<file path="src/hw/rtl/a2b_pkg.sv">
// ----------------------------------------------------------------------------
// a2b_pkg
// Types and constants shared by the AVCC to Annex B converter modules.
// ----------------------------------------------------------------------------
`default_nettype none

package a2b_pkg;

    // input request: one byte of extradata or packet payload
    typedef struct packed {
        logic       mode;
        logic [7:0] in_byte;
        logic       last_byte;
    } a2b_in_t;

    // output request: one Annex B byte or a status-only result
    typedef struct packed {
        logic [7:0] out_byte;
        logic       byte_valid;
        logic       run_last;
        logic       packet_end;
        logic       idr_flag;
        logic [2:0] error_code;
    } a2b_out_t;

    typedef enum logic [0:0] {
        MODE_EXTRA  = 1'b0,
        MODE_PACKET = 1'b1
    } a2b_mode_t;

    typedef enum logic [2:0] {
        ERR_NONE      = 3'd0,
        ERR_TRUNC_LEN = 3'd1,
        ERR_NAL_LEN   = 3'd2,
        ERR_BAD_EXTRA = 3'd3,
        ERR_OVERFLOW  = 3'd4
    } a2b_err_t;

    // extradata parser phase
    typedef enum logic [2:0] {
        PH_HEADER,
        PH_COUNT,
        PH_SIZE_HI,
        PH_SIZE_LO,
        PH_DATA,
        PH_DONE,
        PH_FAILED
    } a2b_phase_t;

    // controller states
    typedef enum logic [2:0] {
        ST_IDLE,
        ST_SC_WR,
        ST_PSET_RD,
        ST_PSET_WR,
        ST_START,
        ST_TAIL
    } a2b_state_t;

    localparam int unsigned HEADER_BYTES  = 5;
    localparam logic [7:0]  COUNT_MASK    = 8'h1f;
    localparam logic [4:0]  NAL_TYPE_IDR  = 5'd5;
    localparam int unsigned START_BYTES   = 4;

    // results planned for one accepted byte
    typedef struct packed {
        logic       sc_write;    // store start code in the parameter-set memory
        logic       pset;        // replay stored parameter sets
        logic       start_en;    // emit a start code
        logic       start_four;  // 4-byte start code
        logic       tail;        // data byte or status result follows
        logic       tail_byte;   // tail carries a data byte
        logic [7:0] tail_val;
        a2b_err_t   err;
        logic       pend;
        logic       key;
    } a2b_plan_t;

    // controller to datapath
    typedef struct packed {
        logic accept;
        logic out_direct;
        logic sc_write;
        logic rd_issue;
        logic out_pset;
        logic out_start;
        logic out_tail;
    } a2b_cmd_t;

    // datapath to controller
    typedef struct packed {
        logic slot_free;
        logic c_sc_write;
        logic c_pset;
        logic c_start;
        logic c_tail;
        logic p_tail;
        logic pset_last;
        logic start_last;
        logic sc_last;
    } a2b_stat_t;

endpackage

`default_nettype wire

</file>
<file path="src/hw/rtl/a2b_dp.sv">
// ----------------------------------------------------------------------------
// a2b_dp
// Datapath: parser state, parameter-set memory, result planning and the
// output register.
// ----------------------------------------------------------------------------
`default_nettype none

module a2b_dp #(
    parameter int unsigned PSET_MAX = 56
) (
    input  wire                 clk,
    input  wire                 rst_n,
    input  a2b_pkg::a2b_in_t    src_item,
    input  wire                 dst_ready,
    input  a2b_pkg::a2b_cmd_t   cmd,
    output a2b_pkg::a2b_stat_t  stat,
    output logic                dst_valid,
    output a2b_pkg::a2b_out_t   dst_item
);
    import a2b_pkg::*;

    localparam int unsigned FILL_W = $clog2(PSET_MAX + 1);
    localparam int unsigned ADDR_W = $clog2(PSET_MAX);

    // parameter-set memory
    logic [7:0] mem [PSET_MAX];
    logic [7:0] mem_q_reg;

    // extradata state
    logic [FILL_W-1:0] pset_fill_reg, pset_fill_next;
    a2b_phase_t        extra_phase_reg, extra_phase_next;
    logic [2:0]        extra_pos_reg, extra_pos_next;
    logic [7:0]        units_left_reg, units_left_next;
    logic [15:0]       unit_bytes_left_reg, unit_bytes_left_next;
    logic              seen_pps_reg, seen_pps_next;

    // packet state
    logic [31:0]       len_shift_reg, len_shift_next;
    logic [2:0]        len_count_reg, len_count_next;
    logic [30:0]       nal_left_reg, nal_left_next;
    logic              first_nal_reg, first_nal_next;
    logic              key_seen_reg, key_seen_next;
    logic              skip_reg, skip_next;

    // sequencing
    a2b_plan_t         plan_c, plan_reg;
    logic [FILL_W-1:0] pset_idx_reg;
    logic [1:0]        start_cnt_reg;
    logic [FILL_W-1:0] sc_base_reg;
    logic [1:0]        sc_idx_reg;

    logic              out_valid_reg;
    a2b_out_t          out_item_reg;

    logic              wr_en;
    logic [FILL_W-1:0] wr_addr;
    logic [7:0]        wr_data;

    function automatic a2b_out_t tail_item(input a2b_plan_t p);
        a2b_out_t o;
        o.out_byte   = p.tail_byte ? p.tail_val : 8'h00;
        o.byte_valid = p.tail_byte;
        o.run_last   = 1'b1;
        o.packet_end = p.pend;
        o.idr_flag   = p.key;
        o.error_code = p.err;
        return o;
    endfunction

    // next state and result plan for the presented byte
    always_comb
    begin
        logic [7:0]  b;
        logic        last;
        logic [7:0]  cnt;
        logic [15:0] ubv;
        logic [17:0] need;
        logic [15:0] ubd;
        logic [7:0]  u1;
        logic        fin;
        logic [31:0] ls;
        logic [2:0]  lc;
        logic [30:0] nald;

        b    = src_item.in_byte;
        last = src_item.last_byte;
        cnt  = 8'h00;
        ubv  = 16'h0000;
        need = 18'd0;
        ubd  = 16'h0000;
        u1   = 8'h00;
        fin  = 1'b0;
        ls   = 32'h0;
        lc   = 3'd0;
        nald = 31'h0;

        pset_fill_next       = pset_fill_reg;
        extra_phase_next     = extra_phase_reg;
        extra_pos_next       = extra_pos_reg;
        units_left_next      = units_left_reg;
        unit_bytes_left_next = unit_bytes_left_reg;
        seen_pps_next        = seen_pps_reg;
        len_shift_next       = len_shift_reg;
        len_count_next       = len_count_reg;
        nal_left_next        = nal_left_reg;
        first_nal_next       = first_nal_reg;
        key_seen_next        = key_seen_reg;
        skip_next            = skip_reg;
        plan_c               = '0;
        plan_c.err           = ERR_NONE;
        wr_en                = 1'b0;
        wr_addr              = sc_base_reg + FILL_W'(sc_idx_reg);
        wr_data              = (sc_idx_reg == 2'd3) ? 8'h01 : 8'h00;

        if (src_item.mode == MODE_EXTRA)
        begin
            unique case (extra_phase_reg)
                PH_HEADER:
                begin
                    if (extra_pos_reg == 3'd0)
                        pset_fill_next = '0;
                    extra_pos_next = extra_pos_reg + 3'd1;
                    if (extra_pos_next >= 3'(HEADER_BYTES))
                    begin
                        extra_pos_next   = 3'd0;
                        seen_pps_next    = 1'b0;
                        extra_phase_next = PH_COUNT;
                    end
                end
                PH_COUNT:
                begin
                    cnt = seen_pps_reg ? b : (b & COUNT_MASK);
                    if (cnt == 8'h00)
                    begin
                        if (!seen_pps_reg)
                            seen_pps_next = 1'b1;
                        else
                            extra_phase_next = PH_DONE;
                    end
                    else
                    begin
                        units_left_next  = cnt;
                        extra_phase_next = PH_SIZE_HI;
                    end
                end
                PH_SIZE_HI:
                begin
                    unit_bytes_left_next = {b, 8'h00};
                    extra_phase_next     = PH_SIZE_LO;
                end
                PH_SIZE_LO:
                begin
                    ubv = {unit_bytes_left_reg[15:8], b};
                    unit_bytes_left_next = ubv;
                    need = 18'(pset_fill_reg) + 18'(START_BYTES) + 18'(ubv);
                    if (need > 18'(PSET_MAX))
                    begin
                        pset_fill_next   = '0;
                        extra_phase_next = PH_FAILED;
                        plan_c.err       = ERR_OVERFLOW;
                    end
                    else
                    begin
                        plan_c.sc_write = 1'b1;
                        pset_fill_next  = pset_fill_reg + FILL_W'(START_BYTES);
                        if (ubv == 16'h0000)
                            fin = 1'b1;
                        else
                            extra_phase_next = PH_DATA;
                    end
                end
                PH_DATA:
                begin
                    if (pset_fill_reg < FILL_W'(PSET_MAX))
                    begin
                        wr_en          = cmd.accept;
                        wr_addr        = pset_fill_reg;
                        wr_data        = b;
                        pset_fill_next = pset_fill_reg + FILL_W'(1);
                    end
                    ubd = (unit_bytes_left_reg != 16'h0000) ?
                          unit_bytes_left_reg - 16'd1 : unit_bytes_left_reg;
                    unit_bytes_left_next = ubd;
                    if (ubd == 16'h0000)
                        fin = 1'b1;
                end
                default:
                begin
                end
            endcase

            // end of one parameter set
            if (fin)
            begin
                u1 = (units_left_reg != 8'h00) ? units_left_reg - 8'd1 : 8'h00;
                units_left_next = u1;
                if (u1 != 8'h00)
                    extra_phase_next = PH_SIZE_HI;
                else if (!seen_pps_reg)
                begin
                    seen_pps_next    = 1'b1;
                    extra_phase_next = PH_COUNT;
                end
                else
                    extra_phase_next = PH_DONE;
            end

            // end of the extradata block
            if (last)
            begin
                if (extra_phase_next != PH_DONE && extra_phase_next != PH_FAILED)
                begin
                    pset_fill_next = '0;
                    plan_c.err     = ERR_BAD_EXTRA;
                end
                plan_c.pend          = 1'b1;
                extra_phase_next     = PH_HEADER;
                extra_pos_next       = 3'd0;
                units_left_next      = 8'h00;
                unit_bytes_left_next = 16'h0000;
                seen_pps_next        = 1'b0;
            end
            plan_c.tail = last || (plan_c.err != ERR_NONE);
        end
        else
        begin
            if (skip_reg)
            begin
                // dropped until packet end
            end
            else if (len_count_reg < 3'd4)
            begin
                ls = (len_count_reg == 3'd0) ? {24'h0, b} : {len_shift_reg[23:0], b};
                lc = len_count_reg + 3'd1;
                len_shift_next = ls;
                len_count_next = lc;
                if (lc == 3'd4)
                begin
                    if (ls[31])
                    begin
                        len_count_next = 3'd0;
                        skip_next      = 1'b1;
                        plan_c.err     = ERR_NAL_LEN;
                    end
                    else if (ls == 32'h0)
                    begin
                        plan_c.start_en   = 1'b1;
                        plan_c.start_four = first_nal_reg;
                        first_nal_next    = 1'b0;
                        len_count_next    = 3'd0;
                    end
                    else
                        nal_left_next = ls[30:0];
                end
                else if (last)
                    plan_c.err = ERR_TRUNC_LEN;
            end
            else
            begin
                if (nal_left_reg == len_shift_reg[30:0])
                begin
                    if (b[4:0] == NAL_TYPE_IDR)
                    begin
                        key_seen_next = 1'b1;
                        plan_c.pset   = (pset_fill_reg != '0);
                    end
                    plan_c.start_en   = 1'b1;
                    plan_c.start_four = first_nal_reg;
                    first_nal_next    = 1'b0;
                end
                plan_c.tail_byte = 1'b1;
                plan_c.tail_val  = b;
                nald = (nal_left_reg != 31'h0) ? nal_left_reg - 31'd1 : nal_left_reg;
                nal_left_next = nald;
                if (nald == 31'h0)
                begin
                    len_count_next = 3'd0;
                    len_shift_next = 32'h0;
                end
            end

            // end of the packet
            if (last)
            begin
                if (!skip_next && len_count_next == 3'd4 && nal_left_next != 31'h0)
                    plan_c.err = ERR_NAL_LEN;
                plan_c.pend    = 1'b1;
                plan_c.key     = key_seen_next;
                len_shift_next = 32'h0;
                len_count_next = 3'd0;
                nal_left_next  = 31'h0;
                first_nal_next = 1'b1;
                key_seen_next  = 1'b0;
                skip_next      = 1'b0;
            end
            plan_c.tail = plan_c.tail_byte ||
                          ((last || plan_c.err != ERR_NONE) && !plan_c.start_en);
        end

        if (cmd.sc_write)
        begin
            wr_en   = 1'b1;
            wr_addr = sc_base_reg + FILL_W'(sc_idx_reg);
            wr_data = (sc_idx_reg == 2'd3) ? 8'h01 : 8'h00;
        end
    end

    // parser state registers
    always_ff @(posedge clk or negedge rst_n)
    begin
        if (!rst_n)
        begin
            pset_fill_reg       <= '0;
            extra_phase_reg     <= PH_HEADER;
            extra_pos_reg       <= 3'd0;
            units_left_reg      <= 8'h00;
            unit_bytes_left_reg <= 16'h0000;
            seen_pps_reg        <= 1'b0;
            len_shift_reg       <= 32'h0;
            len_count_reg       <= 3'd0;
            nal_left_reg        <= 31'h0;
            first_nal_reg       <= 1'b1;
            key_seen_reg        <= 1'b0;
            skip_reg            <= 1'b0;
            plan_reg            <= '0;
            pset_idx_reg        <= '0;
            start_cnt_reg       <= 2'd0;
            sc_base_reg         <= '0;
            sc_idx_reg          <= 2'd0;
        end
        else
        begin
            if (cmd.accept)
            begin
                pset_fill_reg       <= pset_fill_next;
                extra_phase_reg     <= extra_phase_next;
                extra_pos_reg       <= extra_pos_next;
                units_left_reg      <= units_left_next;
                unit_bytes_left_reg <= unit_bytes_left_next;
                seen_pps_reg        <= seen_pps_next;
                len_shift_reg       <= len_shift_next;
                len_count_reg       <= len_count_next;
                nal_left_reg        <= nal_left_next;
                first_nal_reg       <= first_nal_next;
                key_seen_reg        <= key_seen_next;
                skip_reg            <= skip_next;
                plan_reg            <= plan_c;
                pset_idx_reg        <= '0;
                start_cnt_reg       <= plan_c.start_four ? 2'd3 : 2'd2;
                sc_base_reg         <= pset_fill_reg;
                sc_idx_reg          <= 2'd0;
            end
            if (cmd.sc_write)
                sc_idx_reg <= sc_idx_reg + 2'd1;
            if (cmd.out_pset)
                pset_idx_reg <= pset_idx_reg + FILL_W'(1);
            if (cmd.out_start)
                start_cnt_reg <= start_cnt_reg - 2'd1;
        end
    end

    // memory write and registered read
    always_ff @(posedge clk)
    begin
        if (wr_en)
            mem[wr_addr[ADDR_W-1:0]] <= wr_data;
        if (cmd.rd_issue)
            mem_q_reg <= mem[pset_idx_reg[ADDR_W-1:0]];
    end

    // output register
    always_ff @(posedge clk or negedge rst_n)
    begin
        if (!rst_n)
            out_valid_reg <= 1'b0;
        else if (cmd.out_direct || cmd.out_pset || cmd.out_start || cmd.out_tail)
            out_valid_reg <= 1'b1;
        else if (dst_ready)
            out_valid_reg <= 1'b0;
    end

    always_ff @(posedge clk)
    begin
        priority if (cmd.out_direct)
            out_item_reg <= tail_item(plan_c);
        else if (cmd.out_tail)
            out_item_reg <= tail_item(plan_reg);
        else if (cmd.out_pset)
            out_item_reg <= '{out_byte: mem_q_reg, byte_valid: 1'b1, run_last: 1'b0,
                              packet_end: 1'b0, idr_flag: 1'b0, error_code: ERR_NONE};
        else if (cmd.out_start)
        begin
            out_item_reg.out_byte   <= (start_cnt_reg == 2'd0) ? 8'h01 : 8'h00;
            out_item_reg.byte_valid <= 1'b1;
            if (start_cnt_reg == 2'd0 && !plan_reg.tail)
            begin
                out_item_reg.run_last   <= 1'b1;
                out_item_reg.packet_end <= plan_reg.pend;
                out_item_reg.idr_flag   <= plan_reg.key;
                out_item_reg.error_code <= plan_reg.err;
            end
            else
            begin
                out_item_reg.run_last   <= 1'b0;
                out_item_reg.packet_end <= 1'b0;
                out_item_reg.idr_flag   <= 1'b0;
                out_item_reg.error_code <= ERR_NONE;
            end
        end
    end

    // status to controller
    always_comb
    begin
        stat.slot_free  = !out_valid_reg || dst_ready;
        stat.c_sc_write = plan_c.sc_write;
        stat.c_pset     = plan_c.pset;
        stat.c_start    = plan_c.start_en;
        stat.c_tail     = plan_c.tail;
        stat.p_tail     = plan_reg.tail;
        stat.pset_last  = (pset_idx_reg + FILL_W'(1)) == pset_fill_reg;
        stat.start_last = (start_cnt_reg == 2'd0);
        stat.sc_last    = (sc_idx_reg == 2'd3);
    end

    assign dst_valid = out_valid_reg;
    assign dst_item  = out_item_reg;

endmodule

`default_nettype wire

</file>
<file path="src/hw/rtl/a2b_ctrl.sv">
// ----------------------------------------------------------------------------
// a2b_ctrl
// Controller: accepts bytes and sequences the results of one byte.
// ----------------------------------------------------------------------------
`default_nettype none

module a2b_ctrl (
    input  wire                 clk,
    input  wire                 rst_n,
    input  wire                 src_valid,
    output logic                src_ready,
    input  a2b_pkg::a2b_stat_t  stat,
    output a2b_pkg::a2b_cmd_t   cmd
);
    import a2b_pkg::*;

    a2b_state_t state_reg, state_next;

    // state register
    always_ff @(posedge clk or negedge rst_n)
    begin
        if (!rst_n)
            state_reg <= ST_IDLE;
        else
            state_reg <= state_next;
    end

    // next state and commands
    always_comb
    begin
        state_next = state_reg;
        cmd        = '0;
        src_ready  = 1'b0;
        unique case (state_reg)
            ST_IDLE:
            begin
                src_ready = stat.slot_free;
                if (src_valid && stat.slot_free)
                begin
                    cmd.accept = 1'b1;
                    cmd.out_direct = !stat.c_pset && !stat.c_start && stat.c_tail;
                    priority if (stat.c_sc_write)
                        state_next = ST_SC_WR;
                    else if (stat.c_pset)
                        state_next = ST_PSET_RD;
                    else if (stat.c_start)
                        state_next = ST_START;
                end
            end
            ST_SC_WR:
            begin
                cmd.sc_write = 1'b1;
                if (stat.sc_last)
                    state_next = ST_IDLE;
            end
            ST_PSET_RD:
            begin
                cmd.rd_issue = 1'b1;
                state_next   = ST_PSET_WR;
            end
            ST_PSET_WR:
            begin
                if (stat.slot_free)
                begin
                    cmd.out_pset = 1'b1;
                    state_next   = stat.pset_last ? ST_START : ST_PSET_RD;
                end
            end
            ST_START:
            begin
                if (stat.slot_free)
                begin
                    cmd.out_start = 1'b1;
                    if (stat.start_last)
                        state_next = stat.p_tail ? ST_TAIL : ST_IDLE;
                end
            end
            ST_TAIL:
            begin
                if (stat.slot_free)
                begin
                    cmd.out_tail = 1'b1;
                    state_next   = ST_IDLE;
                end
            end
            default:
                state_next = ST_IDLE;
        endcase
    end

endmodule

`default_nettype wire

</file>
<file path="src/hw/rtl/avcc_to_annexb_nal_converter_core.sv">
// ----------------------------------------------------------------------------
// avcc_to_annexb_nal_converter_core
// AVCC length-prefixed H.264 to Annex B start-code stream converter.
// ----------------------------------------------------------------------------
//  channel | signals                          | payload
//  --------+----------------------------------+---------------------------
//  src     | src_valid, src_ready, src_item   | mode, in_byte, last_byte
//  dst     | dst_valid, dst_ready, dst_item   | out_byte .. error_code
//
//  A byte with at most one result loads it into the output register on
//  acceptance. A start code adds 3 or 4 bytes plus the data byte or status
//  behind it; a type-5 unit replays the stored parameter-set bytes (memory
//  read then output load); a parameter-set size writes a 4-byte start code
//  into the store. Reset clears all control state; the store needs no
//  clearing. A stalled dst holds the output register and keeps src_ready low.
// ----------------------------------------------------------------------------
`default_nettype none

module avcc_to_annexb_nal_converter_core #(
    parameter int unsigned PSET_MAX = 56
) (
    input  wire                 clk,
    input  wire                 rst_n,
    input  wire                 src_valid,
    output logic                src_ready,
    input  a2b_pkg::a2b_in_t    src_item,
    output logic                dst_valid,
    input  wire                 dst_ready,
    output a2b_pkg::a2b_out_t   dst_item
);
    import a2b_pkg::*;

    a2b_cmd_t  cmd;
    a2b_stat_t stat;

    // control
    a2b_ctrl u_ctrl (
        .clk       (clk),
        .rst_n     (rst_n),
        .src_valid (src_valid),
        .src_ready (src_ready),
        .stat      (stat),
        .cmd       (cmd)
    );

    // datapath
    a2b_dp #(
        .PSET_MAX (PSET_MAX)
    ) u_dp (
        .clk       (clk),
        .rst_n     (rst_n),
        .src_item  (src_item),
        .dst_ready (dst_ready),
        .cmd       (cmd),
        .stat      (stat),
        .dst_valid (dst_valid),
        .dst_item  (dst_item)
    );

endmodule

`default_nettype wire

</file>
<file path="config.mk">
export PLATFORM = sky130hd
export DESIGN_NAME = avcc_to_annexb_nal_converter_core
export DESIGN_NICKNAME = d
export VERILOG_FILES = /design/src/hw/rtl/a2b_pkg.sv /design/src/hw/rtl/a2b_dp.sv /design/src/hw/rtl/a2b_ctrl.sv /design/src/hw/rtl/avcc_to_annexb_nal_converter_core.sv
export SDC_FILE = /design/constraint.sdc
export NUM_CORES = 1
export LEC_CHECK = 0
export BUFFER_PORTS_ARGS = -buffer_cell sky130_fd_sc_hd__clkbuf_2
export CAP_MARGIN = 40
export CORE_ASPECT_RATIO = 1.4
export CORE_UTILIZATION = 55
export CTS_CLUSTER_DIAMETER = 200
export DETAILED_ROUTE_END_ITERATION = 8
export GPL_TIMING_DRIVEN = 0
export PLACE_DENSITY = 0.8
export SLEW_MARGIN = 25
export SYNTH_ARGS = -nofsm -noshare
export SYNTH_HDL_FRONTEND = slang
export SYNTH_SLANG_ARGS = --single-unit
</file>
<file path="constraint.sdc">
create_clock -name clk -period 8.5 [get_ports clk]
set_input_delay 1.7 -clock clk [delete_from_list [all_inputs] [get_ports clk]]
set_output_delay 1.7 -clock clk [all_outputs]
set_load 0.01 [all_outputs]
</file>
* Yosys cells after proc, flatten, opt, wreduce, memory -nomap -nowiden
Memories as Yosys holds them, arrays and structs flattened. A register that Yosys moved wholly into a read port is not among the register bits.
Index checks and enable logic that the tools add are counted.
** Storage, ports and cells
- Bits in writable memories :: 448
- Bits of input ports :: 14
- Memories kept :: 1
- Register bits after elaboration :: 155
- Output and inout port bits :: 17
- Word-level logic and storage cells :: 306
** Memory list
- u_dp.mem :: words 56, width 8, read ports 1, clocked after Yosys merged registers in 1, write ports 1, line a2b_dp.sv:26 : logic [7:0] mem [PSET_MAX];
** Cells by class
- Add/sub/neg operators :: 13
- Reductions and logical operators :: 61
- Bitwise gates (word level) :: 1
- Magnitude comparators :: 4
- Multiplexer cells :: 165
- Equality and inequality tests :: 30
** Operators by type and width (number)
- $mux W31 :: 12
- $mux W3 :: 42
- $mux W8 :: 12
- $mux W6 :: 12
- $reduce_bool A31 Y1 :: 2
- $mux W15 :: 4
- $mux W1 :: 54
- $pmux W16 S3 :: 1
- $logic_not A16 Y1 :: 2
- $logic_not A32 Y1 :: 1
- $mux W16 :: 2
- $mux W32 :: 1
- $eq A31 B31 Y1 :: 1
- $logic_not A31 Y1 :: 1
- $sub A31 B1 Y31 const B :: 1
- $mux W12 :: 2
- $mux W2 :: 11
- $add A18 B16 Y18 :: 1
- $gt A18 B6 Y1 const B :: 1
- $mux W9 :: 2
- $ne A3 B3 Y1 const B :: 6
- $pmux W3 S6 :: 1
- $pmux W6 S3 :: 1
- $reduce_bool A3 Y1 :: 6
- other kinds (42) :: 95

* Depth between registers and ports, before layout
Gate-level depths: netlist of run 1.
- Depth in word-level cells :: 29
- Gate-level depth with buffers :: 16
- Gate-level depth less buffers :: 14

* Cells and area by module
A second synthesis of run 1 with hierarchy kept.
** Unflattened totals
- Cell total of the unflattened synthesis :: 2230
- Area total of the unflattened synthesis :: 29447.0 sq um
** By module, submodules not included
- a2b_dp :: seq. area each 17563.1 sq um, area an instance 29102.9 sq um, times used 1, cells an instance 2189
- a2b_ctrl :: seq. area each 75.1 sq um, area an instance 344.1 sq um, times used 1, cells an instance 41

* Worst setup path before layout of run 1
No wires, ideal clock.
- Path kind :: in2reg
- Start point :: input src_item[2] (netlist bit)
- End point :: register u_dp.out_item_reg, in the netlist u_dp.dst_item[1], data pin
- Library setup time :: 0.266 ns
- Data arrival time :: 5.024 ns
- Stages :: 15
- Setup slack :: 3.211 ns
- Data required time :: 8.234 ns
- Buffers on the path :: 2
- Path through :: buf_6 > inv_1 > fa_1 > nor2b_1 > o31ai_1 > a31oi_1 > nand2_1 > o32a_1 > o21ai_0 > a41oi_1 > a211o_1 > o221a_2 > clkbuf_1 > a221oi_1 > o21ai_1
** On the way
- Cells in the longest elaborated chain, start to end :: 23
- Elaborated cells on any way between the ends :: 71
- Classes of those cells :: 1 x add/sub; 1 x order compare; 4 x eq/ne; 47 x mux; 18 x reduce/logical
** RTL lines
- from (decl) :: line avcc_to_annexb_nal_converter_core.sv:26 : input a2b_pkg::a2b_in_t src_item,
- branches (longest 22 deep; another with $add A18 B16 Y18)
- $mux W15 (*) :: line a2b_dp.sv:384 : priority if (cmd.out_direct)
- to (signal assigned) :: line a2b_dp.sv:385 : out_item_reg <= tail_item(plan_c);
- to (signal assigned) :: line a2b_dp.sv:387 : out_item_reg <= tail_item(plan_reg);
- to (signal assigned) :: line a2b_dp.sv:389 : out_item_reg <= '{out_byte: mem_q_reg, byte_valid: 1'b1, run_last: 1'b0,
- to (decl) :: line a2b_dp.sv:53 : a2b_out_t out_item_reg;
Every way passes the cells marked *. The select of a mux whose other input is x is not followed.
A chain may end at the register's enable or synchronous reset.

* Worst setup path in the final report of run 1
- Start point :: register u_dp.nal_left_reg[0]
- End point :: register u_dp.out_item_reg, in the netlist u_dp.dst_item[0], data pin
** On the way
- Cells in the longest elaborated chain, start to end :: 22
- Elaborated cells on any way between the ends :: 42
- Classes of those cells :: 1 x add/sub; 2 x eq/ne; 25 x mux; 14 x reduce/logical
** RTL lines
- from (decl) :: line a2b_dp.sv:40 : logic [30:0] nal_left_reg, nal_left_next;
- from (signal assigned) :: line a2b_dp.sv:343 : nal_left_reg <= nal_left_next;
- $sub A31 B1 Y31 / $reduce_bool A31 Y1 (equally long branches) :: line a2b_dp.sv:273 : nald = (nal_left_reg != 31'h0) ? nal_left_reg - 31'd1 : nal_left_reg;
- $mux W31 :: line a2b_dp.sv:273
- $logic_not A31 Y1 :: line a2b_dp.sv:275 : if (nald == 31'h0)
- $mux W3 :: line a2b_dp.sv:275
- $mux W3 :: line a2b_dp.sv:231 : else if (len_count_reg < 3'd4)
- $mux W3 :: line a2b_dp.sv:227 : if (skip_reg)
- $mux W3 :: line a2b_dp.sv:115 : if (src_item.mode == MODE_EXTRA)
- $eq A3 B3 Y1 :: line a2b_dp.sv:285 : if (!skip_next && len_count_next == 3'd4 && nal_left_next != 31'h0)
- [6 not listed]
- $logic_or A1 B1 Y1 :: line a2b_dp.sv:297 : ((last || plan_c.err != ERR_NONE) && !plan_c.start_en);
- $logic_and A1 B1 Y1 :: line a2b_dp.sv:297
- $logic_or A1 B1 Y1 :: line a2b_dp.sv:296 : plan_c.tail = plan_c.tail_byte ||
- $mux W1 :: line a2b_dp.sv:115
- $logic_and A1 B1 Y1 :: line a2b_ctrl.sv:41 : cmd.out_direct = !stat.c_pset && !stat.c_start && stat.c_tail;
- $mux W2 :: line a2b_ctrl.sv:38 : if (src_valid && stat.slot_free)
- $mux W2 :: line a2b_ctrl.sv:34 : unique case (state_reg)
- $mux W15 (*) :: line a2b_dp.sv:384
Mark *: on every way between the ends. The rest lies on a longest branch, timed or not. The select of a mux whose other input is x is not followed.

==> flow_metrics.env, run 1 <==
export IMPL_synthSimpleGateAreaFrac_pct=11.28
export IMPL_clk_pin_slew_worst_paths_ns=0.07
export IMPL_synth_top_flop_cell="edfxtp_1"
export IMPL_reg2regPathDepth=14
export IMPL_ctsRootBufferMaster="clkbuf_16"
export IMPL_insertion_delay_ns=0.63
export IMPL_yosysWarnings=0
export IMPL_gr_total_overflow=0
export IMPL_switchingPower_uw=3772
export IMPL_finalSetupViolCount=0
export IMPL_routedWlPerCell_um=29.40
export IMPL_irDropWorstVdd_uv=197.6
export IMPL_end_kind="flop"
export IMPL_core_area_um2=52020
export IMPL_ys_seq_elements=611
export IMPL_syn_cell_area_um2=28950
export IMPL_synthCells=2178
export IMPL_grtUsageTotal_pct=33.55
export IMPL_cap_violations=0
export IMPL_pin_count=31
export IMPL_start_util_pct=55.65
export IMPL_skew_ns=0.02075
export IMPL_crit_buf_inv=5
export IMPL_async_reset_ff_share_pct=22.91
export IMPL_hp_start="u_dp.first_nal_reg$_DFFE_PN1P_"
export IMPL_port_buffers=29
export IMPL_vias=20740
export IMPL_dp_hpwl_um=60860
export IMPL_diodes=0
export IMPL_final_hold_viol_count=0
export IMPL_grt_max_degree=72
export IMPL_cp_start_kind="flop"
export IMPL_first_pass_iters=6
export IMPL_whs_endpoint="u_dp.first_nal_reg$_DFFE_PN1P_"
export IMPL_drt_wl_total_um=88570
export IMPL_synthAdderAreaFrac_pct=1.305
export IMPL_synth_area_top_cells="edfxtp_1 (49%), dfrtp_1 (12%), mux4_2 (11%), nand2_1 (3.0%), o21ai_0 (2.7%)"
export IMPL_postCtsHoldBufs=0
export IMPL_die_w_um=195.9
export IMPL_pwr_share_clk_pct=24.9
export IMPL_synth_edf_count=470
export IMPL_r2r_slack_ns=2.54
export IMPL_slowest_stage="nor4_1"
export IMPL_p_comb_share_pct=37.5
export IMPL_finalSetupTns_ns=0
export IMPL_fin_total_pwr_uw=9874
export IMPL_slew_viol_final=0
export IMPL_synth_top_family_by_area="multiplexers"
export IMPL_worstReg2RegEnd="u_dp.dst_item[0]$_DFFE_PP_"
export IMPL_yosysSeqAreaShare_pct=60.92
export IMPL_met1_usage_pct=40.80
export IMPL_grtUsageMet2_pct=55.68
export IMPL_max_clock_path_buffers=3
export IMPL_antenna_left=0
export IMPL_worst_pin_slew_ns=1.015
export IMPL_ctsResizeCount=0
export IMPL_htreeDepth=2
export IMPL_rsz0062_at_grt="no"
export IMPL_swShare_pct=38.20
export IMPL_power_density_nw_per_um2=305.8
export IMPL_clock_fmax_mhz=167.7
export IMPL_top_usage_layer="met2"
export IMPL_synth_cell_type_count=93
export IMPL_seq_power_share_pct=37.5
export IMPL_cts_tree="yes"
export IMPL_row_count=99
export IMPL_worstSetupPathType="reg2reg"
export IMPL_fin_crit_ns=5.964
export IMPL_nets=2358
export IMPL_power_internal_uw=6102
export IMPL_largest_reg_flops=448
export IMPL_r2r_start="u_dp.nal_left_reg[0]$_DFFE_PN0P_"
export IMPL_cp_top_family="simple AND/OR/NAND/NOR gates"
export IMPL_drive_gt1_share_pct=15.36
export IMPL_whs_ns=0.4684
export IMPL_gp_congestion=0.9970
export IMPL_syn_nets=2221
export IMPL_avgSynthCellArea_um2=13.29
export IMPL_synth_compound_area_share_pct=9.525
export IMPL_slew_headroom_pct=31.73
export IMPL_crit_start="u_dp.nal_left_reg[0]$_DFFE_PN0P_"
export IMPL_synthXorXnorAreaFrac_pct=2.360
export IMPL_crit_top_cell="buf_2"
export IMPL_outcome="finished, final reports clean"
export IMPL_final_area_um2=32290
export IMPL_leakagePower_uw=0.01060
export IMPL_grt_pass1_wl_um=131600
export IMPL_drc=0
export IMPL_antenna_found_initial=3
export IMPL_yosys_top_cells_count="edfxtp_1 (470), nand2_1 (233), nor2_1 (155), o21ai_0 (154), mux4_2 (144)"
export IMPL_path_cells="clkbuf_1 > inv_1 > ha_1 > nor4b_2 > nand4b_1 > buf_2 > o41ai_2 > buf_2 > o311ai_0 > buf_1 > nor4_1 > a31oi_1 > or4_4 > nand3_1"
export IMPL_cp_max_fo=10
export IMPL_cts_inserted_buffers=55
export IMPL_critPathRequiredTime_ns=8.98
export IMPL_placed_area_um2=30380
export IMPL_period_share_pct=70.17
export IMPL_critical_path_arrival_ns=6.45
export IMPL_hold_depth=2
export IMPL_max_stage_delay_ns=0.89
export IMPL_use_met3_pct=5.347
export IMPL_synthMuxAreaShare_pct=11.95
export IMPL_cts_setup_buffers=0
export IMPL_grt_pass1_vias=20450
export IMPL_synth_top_area_share_pct=48.75
export IMPL_die_y_um=273.5
export IMPL_areaGrowthSynthToFinish_pct=11.53
export IMPL_drtIter0Drc=2501
export IMPL_hold_class="reg2reg"
export IMPL_yosysMostFrequentCell="edfxtp_1"
export IMPL_clock_sinks=611
export IMPL_viasPerCell=6.883
export IMPL_die_area_um2=53570
export IMPL_yosysTopAreaCell="edfxtp_1"
[kinds of logic (layout without fill, tap and decap cells)]
logic type	count (synthesis)	after routing
DFF	611	611
buffers and inverters	193	372
xor gates and xnor gates	78	78
and+or+nand+nor	682	682
adders and majority gates	29	29
muxes	164	164
AOI/OAI and AO/OA	421	421
[through the flow]
step,instances,util (%),setup slack (ns)
4_1_cts,2994,61.76,2.656
2_1_floorplan,2178,-,3.211
6_report,3013,62.06,2.536
3_3_place_gp,2863,57.51,1.928
3_5_place_dp,2895,58.40,2.008
5_1_grt,3013,62.06,2.339
[worst reg2reg max path: stages (launching register included)]
cell,delay [ns]
dfrtp_1,0.36
clkbuf_1,0.24
inv_1,0.19
ha_1,0.32
nor4b_2,0.48
nand4b_1,0.40
buf_2,0.33
o41ai_2,0.78
buf_2,0.42
o311ai_0,0.27
buf_1,0.22
nor4_1,0.89
a31oi_1,0.27
or4_4,0.55
nand3_1,0.11
[power groups by stage]
| stage | clock network, µW | registers [µW] | logic [µW] |
|---|---|---|---|
| after global routing | 2580 | 3720 | 3960 |
| after CTS | 2480 | 3700 | 3580 |
| after global placement | 0 | 3750 | 3420 |
| after detailed placement | 0 | 3760 | 3560 |
| after floorplan | 0 | 3680 | 2450 |
| final | 2460 | 3710 | 3700 |
[layout make-up]
cell class,count,area [µm²]
inverters,50,187.7
repair buffers,80,730.7
well taps,656,820.8
clock inverters,34,305.3
plain buffers,143,583.1
flip-flops and latches,611,17640
fillers,3811,19740
clock buffers,65,1445
multi-input cells,1374,10580
[cells in the final DEF, fill, tap and decap left out, types with 10 or more instances in the layout]
| cell type | instances |
|---|---|
| edfxtp_1 | 470 |
| nand2_1 | 232 |
| o21ai_0 | 154 |
| nor2_1 | 153 |
| mux4_2 | 144 |
| dfrtp_1 | 139 |
| clkbuf_1 | 122 |
| a21oi_1 | 71 |
| nand3_1 | 62 |
| xnor2_1 | 60 |
| clkbuf_16 | 56 |
| inv_1 | 48 |
| nor3_1 | 41 |
| nor4_1 | 41 |
| clkbuf_2 | 32 |
| nand4_1 | 31 |
| ha_1 | 27 |
| buf_6 | 21 |
| a22o_1 | 21 |
| xor2_1 | 18 |
| nand2b_1 | 18 |
| buf_4 | 17 |
| buf_1 | 17 |
| o22ai_1 | 17 |
| o31ai_1 | 16 |
| nor2b_1 | 15 |
| clkinv_1 | 13 |
| and3_1 | 12 |
| a21o_1 | 12 |
| mux2_2 | 11 |
| a31oi_1 | 10 |
| a22oi_1 | 10 |
[metal layers]
metal / part of all wire, % / vias to the layer above
li1: - / 8660
met1: 35 / 10250
met2: 49 / 1448
met3: 8.5 / 379
met4: 7.6 / 6
met5: 0.047 / -
[worst max path at each step]
stage	end	slack [ns]	cells past startpoint
after detailed placement	u_dp.dst_item[1]$_DFFE_PP_	2.01	16
final	u_dp.dst_item[0]$_DFFE_PP_	2.54	14
after global placement	u_dp.dst_item[0]$_DFFE_PP_	1.93	13
after floorplan	u_dp.dst_item[1]$_DFFE_PP_	3.21	15
after global routing	u_dp.dst_item[1]$_DFFE_PP_	2.34	16
after CTS	u_dp.dst_item[1]$_DFFE_PP_	2.66	16
No activity file was read; power rests on OpenSTA's default activity.
==> inputs of run 2 (changes only) <==
- clock period: 8.5 -> 5.9 ns (I/O delays scaled with it)
==> run 2 against run 1 <==
Largest power group is now combinational cells. Critical path depth increased by 1. Register-to-register slack got worse by 2.5 ns. Clock power rose by 44%. Highest routed layer unchanged. Non-clock buffer count stayed put.
==> flow_metrics.env, run 2 (synthesis gave the netlist of run 1 again) <==
export IMPL_outcome="finished, final reports clean"
export IMPL_clock_sinks=611
export IMPL_power_internal_uw=8795
export IMPL_final_common_cell="edfxtp_1"
export IMPL_irDropWorstVdd_uv=284.6
export IMPL_drc=0
export IMPL_port_buffers=29
export IMPL_antenna_left=0
export IMPL_gp_congestion=0.9970
export IMPL_areaGrowthSynthToFinish_pct=11.55
export IMPL_finalSetupTns_ns=0
export IMPL_row_count=99
export IMPL_skew_ns=0.01933
export IMPL_ctsResizeCount=0
export IMPL_cts_tree="yes"
export IMPL_leakagePower_uw=0.01060
export IMPL_cp_max_fo=10
export IMPL_seq_power_share_pct=37.5
export IMPL_dp_cells=2895
export IMPL_drtIter0Drc=2533
export IMPL_fin_crit_ns=5.843
export IMPL_worst_pin_slew_ns=0.9151
export IMPL_diodes=0
export IMPL_finalSetupViolCount=0
export IMPL_htreeDepth=2
export IMPL_whs_ns=0.4673
export IMPL_slew_headroom_pct=39.00
export IMPL_postCtsHoldBufs=0
export IMPL_antenna_found_initial=3
export IMPL_hold_depth=2
export IMPL_die_w_um=195.9
export IMPL_hold_class="reg2reg"
export IMPL_max_clock_path_buffers=3
export IMPL_slew_viol_final=0
export IMPL_switchingPower_uw=5445
export IMPL_p_comb_share_pct=37.6
export IMPL_vias=20630
export IMPL_final_hold_viol_count=0
export IMPL_dp_hpwl_um=60860
export IMPL_swShare_pct=38.24
export IMPL_ctsRootBufferMaster="clkbuf_16"
export IMPL_critical_path_arrival_ns=6.32
export IMPL_cp_start_kind="flop"
export IMPL_rsz0062_at_grt="no"
export IMPL_layout_common_cells="edfxtp_1 (470), nand2_1 (232), o21ai_0 (154)"
export IMPL_period_share_pct=99.03
export IMPL_pin_count=31
export IMPL_clk_pin_slew_worst_paths_ns=0.07
export IMPL_fin_total_pwr_uw=14240
export IMPL_reg2regPathDepth=15
export IMPL_largest_reg_flops=448
export IMPL_routedWlPerCell_um=29.42
export IMPL_critPathRequiredTime_ns=6.38
export IMPL_cts_setup_buffers=0
export IMPL_core_area_um2=52020
export IMPL_grt_pass1_vias=20450
export IMPL_viasPerCell=6.848
export IMPL_die_y_um=273.5
export IMPL_end_kind="flop"
export IMPL_power_density_nw_per_um2=440.9
export IMPL_instances_no_fill=3013
export IMPL_pwr_share_clk_pct=24.9
export IMPL_grt_max_degree=72
export IMPL_grt_pass1_wl_um=131700
export IMPL_drt_wl_total_um=88650
export IMPL_die_area_um2=53570
export IMPL_grtUsageTotal_pct=33.57
export IMPL_clock_fmax_mhz=171.2
export IMPL_worstSetupPathType="reg2reg"
export IMPL_cts_inserted_buffers=55
export IMPL_cap_violations=0
export IMPL_drive_gt1_share_pct=15.40
export IMPL_start_util_pct=55.65
export IMPL_gr_total_overflow=0
export IMPL_nets=2358
export IMPL_insertion_delay_ns=0.62
export IMPL_first_pass_iters=7
## run 2: cell count changes in the layout (fill, tap and decap cells not counted), sizes merged
cell and change:
buf -1, clkbuf +1
## run 2: metal layers
metal	vias up	track usage (%)	share of wire, %
li1	8676	-	-
met1	10240	40.73	35
met2	1347	55.89	49
met3	362	5.421	8.2
met4	6	22.00	7.5
met5	-	0	0.047
## run 2: final timing paths
path	from	endpoint	slack, ns
worst min-delay path	u_dp.first_nal_reg$_DFFE_PN1P_	u_dp.first_nal_reg$_DFFE_PN1P_	0.47
min in group asynchronous	rst_n	u_dp.unit_bytes_left_reg[1]$_DFFE_PN0P_	0.58
worst min register to register	u_dp.first_nal_reg$_DFFE_PN1P_	u_dp.first_nal_reg$_DFFE_PN1P_	0.47
max in group asynchronous	rst_n	u_dp.nal_left_reg[16]$_DFFE_PN0P_	4.52
worst max register to register	u_dp.nal_left_reg[0]$_DFFE_PN0P_	u_dp.dst_item[0]$_DFFE_PP_	0.06
worst max-delay path	u_dp.nal_left_reg[0]$_DFFE_PN0P_	u_dp.dst_item[0]$_DFFE_PP_	0.06
## run 2: power by group through the flow
stage	logic, µW	registers [µW]	clock network (µW)
finish	5350	5340	3550
global route	5710	5360	3720
CTS	5160	5330	3570
detailed placement	5120	5410	0
global placement	4930	5400	0
floorplan	3520	5310	0
## run 2: metrics by stage
step	area (µm²)	worst slack [ns]	utilization [%]
after floorplan	28950	1.131	-
after global placement	29920	-0.1515	57.51
after detailed placement	30380	-0.07233	58.40
after CTS	32130	0.2465	61.76
after global routing	32290	0.06323	62.08
final	32290	0.05739	62.08
## run 2: layout make-up
type	count	area [µm²]
flip-flops and latches	611	17640
multi-input cells	1374	10580
well taps	656	820.8
clock inverters	34	305.3
repair buffers	80	730.7
inverters	50	187.7
clock buffers	65	1445
plain buffers	143	583.1
fillers	3807	19730
## run 2: worst max-delay path: stages, from the launching register on
cell	delay, ns
dfrtp_1	0.36
clkbuf_1	0.24
inv_1	0.19
ha_1	0.34
nor4b_2	0.48
nand4b_1	0.41
buf_2	0.34
o41ai_4	0.84
o2bb2ai_1	0.30
a2111oi_0	0.60
nand4_1	0.17
nor4_1	0.34
clkdlybuf4s15_2	0.31
a31oi_1	0.13
or4_4	0.54
nand3_1	0.10
